$ cat config.mk
export PLATFORM = sky130hd
export DESIGN_NAME = frrs_ram
export DESIGN_NICKNAME = d
export VERILOG_FILES = /design/src/rtl/frrs_ram.sv
export SDC_FILE = /design/constraint.sdc
export NUM_CORES = 1
export LEC_CHECK = 0
export ABC_AREA = 1
export BUFFER_PORTS_ARGS = -buffer_cell sky130_fd_sc_hd__buf_2
export CAP_MARGIN = 25
export CORE_UTILIZATION = 45
export DETAILED_ROUTE_END_ITERATION = 10
export HOLD_SLACK_MARGIN = 0.12
export MAX_ROUTING_LAYER = met4
export PLACE_DENSITY = 0.69
export SYNTH_ARGS = -nofsm -noshare
export SYNTH_HDL_FRONTEND = slang
export SYNTH_SLANG_ARGS = --single-unit
$ cat constraint.sdc
create_clock -name clk -period 1.6 [get_ports clk]
set_input_delay 0.08 -clock clk [delete_from_list [all_inputs] [get_ports clk]]
set_output_delay 0.08 -clock clk [all_outputs]
set_load 0.005 [all_outputs]
$ cat src/rtl/frrs_ram.sv
module frrs_ram #(
  parameter int WIDTH = 8,
  parameter int DEPTH = 2
) (
  input  logic                     clk,
  input  logic                     wr_en,
  input  logic [$clog2(DEPTH)-1:0] wr_addr,
  input  logic [WIDTH-1:0]         wr_data,
  input  logic                     rd_en,
  input  logic [$clog2(DEPTH)-1:0] rd_addr,
  output logic [WIDTH-1:0]         rd_data
);

  logic [WIDTH-1:0] mem_r [DEPTH];
  logic [WIDTH-1:0] rd_data_r;

  // One write port and one registered read port.
  always_ff @(posedge clk) begin
    if (wr_en) begin
      mem_r[wr_addr] <= wr_data;
    end
    if (rd_en) begin
      rd_data_r <= mem_r[rd_addr];
    end
  end

  assign rd_data = rd_data_r;

endmodule

# Word-level counts from Yosys, hierarchy flattened

Memories as Yosys holds them, arrays and structs flattened. A register that Yosys moved wholly into a read port is not among the register bits.
Index checks and enable logic that the tools add are counted.

Flip-flop bits (word level): 0
RAM bits: 16
Memories: 1

Memories:

| name  | words | bits a word | rd ports | clocked after Yosys merged registers in | write ports | RTL line | text |
|---|---|---|---|---|---|---|---|
| mem_r | 2     | 8           | 1        | 1                                       | 1           | 14       | `logic [WIDTH-1:0] mem_r [DEPTH];` |

Multiplexer cells: 2

Operators with widths:

| kind              | number |
|---|---|
| two-way mux 1 bit | 2 |

# Depth between registers and ports, before layout

Gate-level depths: netlist of run 1.

Depth in word-level cells: 2
Gate-level depth with buffers: 4

# Worst setup path after synthesis of run 1

No wires, ideal clock.

Path type: in2reg
Start point: input port wr_en
End point: memory mem_r[0][0] (enable)
Arrival: 0.469 ns
Data required time: 1.229 ns
Setup slack: 0.760 ns
Cell stages on the path: 2
Cell sequence: inv_1 -> nor2_1

Cells in the longest elaborated chain, start to end: 2

RTL lines:

| element                                 | RTL line | text |
|---|---|---|
| start, declared                         | 6        | `input logic wr_en,` |
| two-way mux 1 bit                       | 19       | `if (wr_en) begin` |
| two-way mux 1 bit (implied by the code) | 20       | `mem_r[wr_addr] <= wr_data;` |
| end, declared                           | 14       |  |

No other way between the ends.

# Worst setup path in the final report of run 1

Start point: register rd_data_r[1], in the netlist rd_data[1] (read register of mem_r)
End point: output port rd_data[1]

RTL lines:

| element         | RTL line | text |
|---|---|---|
| start, declared | 15       | `logic [WIDTH-1:0] rd_data_r;` |
| end, declared   | 11       | `output logic [WIDTH-1:0] rd_data` |

No word-level cell between the ends.

==> results.cfg, run 1 <==
[routing]
ant_nets = 0
routed.top_layer = met4
wire_per_inst_um = 10.3
drt-total-wl_um = 1140
met1Wirelength_um = 470
remaining_drc_errors = 0
first_iter_violations = 6
wl_met3_um = 50
first_pass_iters = 3
wl_met2_um = 591
viasPerCell = 4.26
dr_total_vias = 473

[die]
die_area_um2 = 2050
num_rows = 15
core_area_um2 = 1750
die_h_um = 45.2
io_pins = 21
die_x_um = 45.2
initial_utilization_pct = 48.2

[setup_path]
worstPathMaxFanout = 1
path_cells = buf_2
rr_startpoint = mem_r[1][2]
crit_path_start_kind = flip-flop
reg2reg_depth = 2
cp_slowest_cell = edfxtp_1
crit_family = flip-flops
startpoint = rd_data[1]
arrival_ns = 0.82
r2r-end = rd_data[2]
slowest_delay_ns = 0.39
cp.required_ns = 1.52
cp_num_buf_inv = 1
crit_end = rd_data[1]
cp-end-kind = output port
worst-path-stages = 1
r2r_slack_ns = 0.84
critical_path_class = reg -> out

[synthesis]
yosysWarnings = 0
synthArstFlopShare_pct = 0
synth_edf_count = 24
synthFlopType = edfxtp_1
synth_area_um2 = 841
synth.area.top_cells = edfxtp_1, nand2_1, buf_6, inv_1, inv_2
synth_nets = 67
yosysMostFrequentCell = nand2_1
yosys.cell_types.count = 6
syn_avg_cell_area_um2 = 15.6
ys_seq_area_share_pct = 85.7
synthCells = 54
ys_ff_latch = 24
ys_top_cells_by_count = nand2_1, edfxtp_1, inv_1
yosys.area.top_type = edfxtp_1
synth_top_area_share_pct = 85.7

[sta]
finalClockSkew_ns = 0.00914
tightest_slew_ns = 0.609
fin_setup_tns_ns = 0
worst_slack_ns = 0.702
min_period_over_period_pct = 56.1
min_period_ns = 0.898
holdWs_ns = 0.179
finalMaxSlewViolations = 0
setup_violations = 0
rsz0062_at_grt = false
max-slew-margin-rel_pct = 59.3
hold_viol = 0
max_freq_mhz = 1110

[finish]
antenna_cells = 0
drive_gt1_share_pct = 27.9
finish.net_count = 100
finalInstanceArea_um2 = 1080
area_growth_pct = 28.1
final_cells = 111

[clock_tree]
clockBufferDepth = 2
post_cts_buffers = 0
cts_made_buffers = 3
insertion_delay_ns = 0.30
clk_pin_slew_ns = 0.12
ctsResizeCount = 0
cts_tree = yes
cts_sinks = 24
h-tree-depth = 1
root_buffer = clkbuf_4

[worst_hold_path]
hold_path_class = in -> reg

[power_and_ir_drop]
powerDensity_nw_per_um2 = 1010
ir_drop_mv = 0.573
p_leak_nw = 0.454

[placement]
port_buffers = 20
dp.cells = 98
place_ws_ns = 0.534
finalWeightedCongestion = 0.701
placed_cell_area_um2 = 961
dp_hpwl_um = 745

[status]
status = completed

[global_route]
antenna_found_initial = 0
grt_pass1_wl_um = 1740
grt_pass1_vias = 444
track_usage_pct = 13.9
grt_max_degree = 14
grt_overflow = 0

[flow_run]
cap_violations = 0
metrics by stage:
stage	utilization [%]	power, mW
finish	61.7	1.09
global route	61.7	1.13
CTS	61.7	1.09
detailed placement	55.1	0.835
global placement	55.1	0.831
floorplan	-	0.796
cells by family (layout without fill, tap and decap cells):
logic type / count (synthesis) / in the layout / synth area share, %
and+or+nand+nor: 26 / 26 / 11.6
buffers and inverters: 4 / 36 / 2.68
DFF: 24 / 24 / 85.7
sequential cells by signal, indices dropped and copies added (netlist names):
signal	cells
rd_data	8
mem_r	16
worst min path at each step:
stage,from,to,slack [ns],depth (start not counted)
2_1_floorplan,wr_data[0],mem_r[0][0],0.18,0
3_3_place_gp,wr_data[2],mem_r[1][2],0.27,1
3_5_place_dp,wr_data[0],mem_r[1][0],0.27,1
4_1_cts,rd_addr,rd_data[5],0.17,3
5_1_grt,rd_addr,rd_data[5],0.19,3
6_report,rd_addr,rd_data[5],0.18,3
final cells by class:
type | count | area (µm²)
inverter | 3 | 11.3
clock buffer | 3 | 22.5
timing repair buffer | 29 | 190
fill | 130 | 668
tap | 25 | 31.3
clock inverter | 1 | 3.75
multi-input combinational | 26 | 97.6
sequential | 24 | 721
where the power goes:
group	switching [mW]	internal (mW)	leakage [nW]
clock network	0.158	0.0910	0.0154
registers	0.00943	0.741	0.230
logic	0.0428	0.0426	0.209
metal layers:
| layer | up-vias | global-route usage (%) |
|---|---|---|
| met4 | 0 | 9.09 |
| met5 | - | - |
| met2 | 19 | 23.8 |
| met3 | 4 | 4.00 |
| li1 | 248 | - |
| met1 | 202 | 13.5 |
what timing repair did:
item                                    CTS  global route
endpoints found under the hold margin    24             0
hold buffers                              9             0
endpoints found under the setup margin    0             0
cells in the final DEF (no fill, tap or decap), drive strengths merged:
cell and instances:
buf 20, clkbuf 3, clkinv 1, dlygate4sd3 9, edfxtp 24, inv 3
nand2 25, nor2 1
(Power assumes the default switching activity.)
==> run 2, diff against run 1 <==
Settings changed: ABC_AREA 1 to 0.
Clock period 1.6 ns to 0.9 ns, I/O delays scaled along.
==> run 2 against run 1 <==
Compared with the run above:
- synthesized area rose by 2.8%
- highest routed layer unchanged
- cell area rose by 3.6%
- synthesized cell count fell by 35%
- clock-buffer cell count did not move
- critical endpoint is now rd_data[7]
- first-iteration DRC count rose by 83%
==> results.cfg, run 2 <==
[placement]
port_buffers = 20
finalWeightedCongestion = 0.634

[setup_path]
path_cells = mux2_4
arrival_ns = 0.96
startpoint = mem_r[0][7]
crit_path_start_kind = flip-flop
crit_family = flip-flops
cp_num_buf_inv = 0
worst-path-stages = 1
r2r-end = rd_data[7]
cp.required_ns = 0.97
cp_slowest_cell = edfxtp_1
rr_startpoint = mem_r[0][7]
cp-end-kind = flip-flop
critical_path_class = reg -> reg
slowest_delay_ns = 0.39
r2r_slack_ns = 0.002
worstPathMaxFanout = 1
reg2reg_depth = 1

[synthesis]
synth_edf_count = 24
ys_top_cells_by_count = edfxtp_1, mux2_4, and2_1, buf_6, nor2b_1
synth.area.top_cells = edfxtp_1, mux2_4, buf_6, and2_1, nor2b_1
yosysWarnings = 0
syn_avg_cell_area_um2 = 24.7
synth_top_area_share_pct = 83.4
synthCells = 35
synthArstFlopShare_pct = 0
synth_area_um2 = 865
yosysMostFrequentCell = edfxtp_1
yosys.cell_types.count = 5
ys_ff_latch = 24
synth_nets = 48
yosys.area.top_type = edfxtp_1
synthFlopType = edfxtp_1
ys_seq_area_share_pct = 83.4

[routing]
drt-total-wl_um = 1000
remaining_drc_errors = 0
first_pass_iters = 4
viasPerCell = 4.46
dr_total_vias = 419
first_iter_violations = 11
ant_nets = 0
wire_per_inst_um = 10.7

[worst_hold_path]
hold_end = mem_r[0][7]
hold_path_class = in -> reg
worstHoldStart = wr_addr
worst_hold_path.num_cells = 3

[global_route]
grt_pass1_wl_um = 1560
track_usage_pct = 11.9
grt_max_degree = 14
grt_pass1_vias = 382
grt_overflow = 0
antenna_found_initial = 0

[clock_tree]
cts_tree = yes
post_cts_buffers = 0
root_buffer = clkbuf_4
insertion_delay_ns = 0.30
ctsResizeCount = 0
h-tree-depth = 1
clk_pin_slew_ns = 0.12
cts_made_buffers = 3
clockBufferDepth = 2
cts_sinks = 24

[die]
die_x_um = 45.8
die_h_um = 45.8
num_rows = 15
initial_utilization_pct = 49.0
core_area_um2 = 1760
io_pins = 21
die_area_um2 = 2100

[power_and_ir_drop]
ir_drop_mv = 1.07
p_leak_nw = 0.441
powerDensity_nw_per_um2 = 1760

[sta]
rsz0062_at_grt = true
hold_viol = 0
tightest_slew_ns = 0.243
min_period_over_period_pct = 99.8
finalClockSkew_ns = 0.00338
holdWs_ns = 0.190
fin_setup_tns_ns = 0
min_period_ns = 0.898
max-slew-margin-rel_pct = 83.8
setup_violations = 0
finalMaxSlewViolations = 0
max_freq_mhz = 1110

[finish]
top_register = mem_r
final_common_cell = edfxtp_1
finish.net_count = 83
drive_gt1_share_pct = 47.8
antenna_cells = 0
fillers = 139
final_cell_mix = edfxtp_1, buf_2, dlygate4sd3_1, mux2_4, clkbuf_4
largest_reg_flops = 16
area_growth_pct = 29.1

[flow_run]
cap_violations = 0

[status]
status = completed
[run 2: changes by cell type after synthesis]
cell / previous run / this run
inv_1: 2 / 0
nor2_1: 1 / 0
nor2b_1: 0 / 1
inv_2: 1 / 0
and2_1: 0 / 1
nand2_1: 25 / 0
mux2_4: 0 / 8
[run 2: final cells by class]
class,count,area [µm²],share of cell area (%)
repair buffers,31,205,18.4
well taps,25,31.3,2.80
multi-input cells,10,133,11.9
flip-flops and latches,24,721,64.6
clock inverters,1,3.75,0.336
clock buffers,3,22.5,2.02
[run 2: metal layers]
| metal | global-route usage (%) | vias up | wire length (µm) |
|---|---|---|---|
| met3 | 2.38 | 2 | 66 |
| met1 | 12.2 | 189 | 395 |
| met2 | 20.0 | 23 | 532 |
| met5 | - | - | 0 |
| li1 | - | 205 | - |
| met4 | 8.82 | 0 | 10 |
[run 2: worst max-delay path by stage]
stage                 endpoint
floorplan           rd_data[0]
global placement    rd_data[1]
detailed placement  rd_data[7]
CTS                 rd_data[7]
global route        rd_data[5]
finish              rd_data[7]
[run 2: through the flow]
step           setup slack, ns  cells  power (mW)  util, %  cell area, µm²
2_1_floorplan           0.0496     35        1.44        -             865
3_3_place_gp            0.0328     81        1.51     56.7            1000
3_5_place_dp           0.00819     81        1.51     56.7            1000
4_1_cts               -0.00459     94        1.97     63.3            1120
5_1_grt                -0.0221     94        2.05     63.3            1120
6_report               0.00208     94        1.96     63.3            1120
[run 2: kinds of logic after synthesis]
logic type | share of synthesized area (%)
flops | 83.4
mux | 13.9
buf+inv | 1.30
simple gates | 1.45
[run 2: report_power, final]
part / switching, mW / internal, mW / total (mW)
registers: 0.0166 / 1.32 / 1.33
logic: 0.0648 / 0.116 / 0.180
clock network: 0.283 / 0.161 / 0.444
total: 0.364 / 1.60 / 1.96
[run 2: what timing repair did]
item / CTS / global route
endpoints found under the setup margin: 1 / 4
hold buffers: 9 / 0
hold endpoints to repair: 24 / 0
==> run 3, diff against run 2 <==
Settings changed: CTS_CLUSTER_SIZE set to 10, SETUP_SLACK_MARGIN set to 0.1.
Clock period 0.9 ns to 1.1 ns, I/O delays scaled along.
==> run 3 against run 2 <==
Compared with the run above:
- final cell count fell by 2.1%
- worst hold slack gained 0.016 ns
- global-route usage decreased by 0.39 points
- largest cell class unchanged
==> results.cfg, run 3 (synthesized netlist as in run 2, its figures left out) <==
[setup_path]
cp_slowest_cell = edfxtp_1
arrival_ns = 0.96
cp-end-kind = flip-flop
worstPathMaxFanout = 1
crit_path_start_kind = flip-flop
cp_num_buf_inv = 0
crit_family = flip-flops
slowest_delay_ns = 0.40
path_cells = mux2_4
cp.required_ns = 1.17
critical_path_class = reg -> reg

[routing]
drt-total-wl_um = 1020
wire_per_inst_um = 11.1
remaining_drc_errors = 0
first_pass_iters = 4
first_iter_violations = 10
viasPerCell = 4.46
ant_nets = 0
dr_total_vias = 410

[die]
die_area_um2 = 2100
io_pins = 21
die_x_um = 45.8
num_rows = 15
initial_utilization_pct = 49.0
die_h_um = 45.8
core_area_um2 = 1760

[status]
status = completed

[sta]
fin_setup_tns_ns = 0
rsz0062_at_grt = false
finalClockSkew_ns = 0.00227
finalMaxSlewViolations = 0
max_freq_mhz = 1110
tightest_slew_ns = 0.357
hold_viol = 0
setup_violations = 0
max-slew-margin-rel_pct = 76.2
min_period_ns = 0.898
min_period_over_period_pct = 81.6
holdWs_ns = 0.206

[worst_hold_path]
hold_path_class = in -> reg

[clock_tree]
cts_tree = yes
root_buffer = clkbuf_4
ctsHoldBuffers = 9
clockBufferDepth = 2
cts_sinks = 24
post_cts_buffers = 0
ctsResizeCount = 0
cts_made_buffers = 3
h-tree-depth = 1
insertion_delay_ns = 0.30
clk_pin_slew_ns = 0.11

[power_and_ir_drop]
ir_drop_mv = 1.08
p_leak_nw = 0.434
powerDensity_nw_per_um2 = 1440
power_mw = 1.59

[finish]
finish.net_count = 82
finalInstanceArea_um2 = 1100
area_growth_pct = 27.8
final_cell_mix = edfxtp_1, buf_2, dlygate4sd3_1, mux2_4, clkbuf_4
fillers = 149
antenna_cells = 0
largest_reg_flops = 16
final_common_cell = edfxtp_1
drive_gt1_share_pct = 47.8
top_register = mem_r

[placement]
placed_cell_area_um2 = 992
finalWeightedCongestion = 0.595
port_buffers = 20

[global_route]
use_met2_pct = 22.0
grt_pass1_vias = 408
grt.met1_usage_pct = 9.95
antenna_found_initial = 0
grt_use_met3_pct = 2.38
busiest_layer = met2
track_usage_pct = 11.5
grt_max_degree = 13
grt_pass1_wl_um = 1550
grt_overflow = 0

[flow_run]
cap_violations = 0
==> run 3: path summary, 6_finish.rpt <==
path	startpoint	end	slack, ns	depth (start not counted)
worst min register to register	mem_r[0][4]	rd_data[4]	0.56	1
worst min-delay path	wr_addr	mem_r[0][2]	0.21	3
worst max-delay path	mem_r[1][7]	rd_data[7]	0.20	1
worst max register to register	mem_r[1][7]	rd_data[7]	0.20	1
==> run 3: where the power goes <==
part / switching [mW] / total [mW] / internal, mW / leakage [nW]
registers: 0.0138 / 1.09 / 1.08 / 0.228
logic: 0.0522 / 0.144 / 0.0922 / 0.192
clock network: 0.230 / 0.358 / 0.128 / 0.0138
==> run 3: layout make-up <==
class	count	area, µm²	share of cell area (%)
multi-input combinational	10	133	12.0
timing repair buffer	30	198	17.9
clock buffer	3	22.5	2.04
tap	25	31.3	2.83
sequential	24	721	65.2
==> run 3: stage by stage <==
step	utilization [%]	std cells	setup WS (ns)
after floorplan	-	35	0.250
after global placement	56.2	80	0.223
after detailed placement	56.2	80	0.212
after CTS	62.6	92	0.201
after global routing	62.6	92	0.183
final	62.6	92	0.202
==> run 3: per-layer routing <==
metal / vias to the layer above / wire, µm
met5: - / 0
met1: 187 / 416
met4: 0 / 14
met3: 2 / 57
met2: 19 / 531
li1: 202 / -
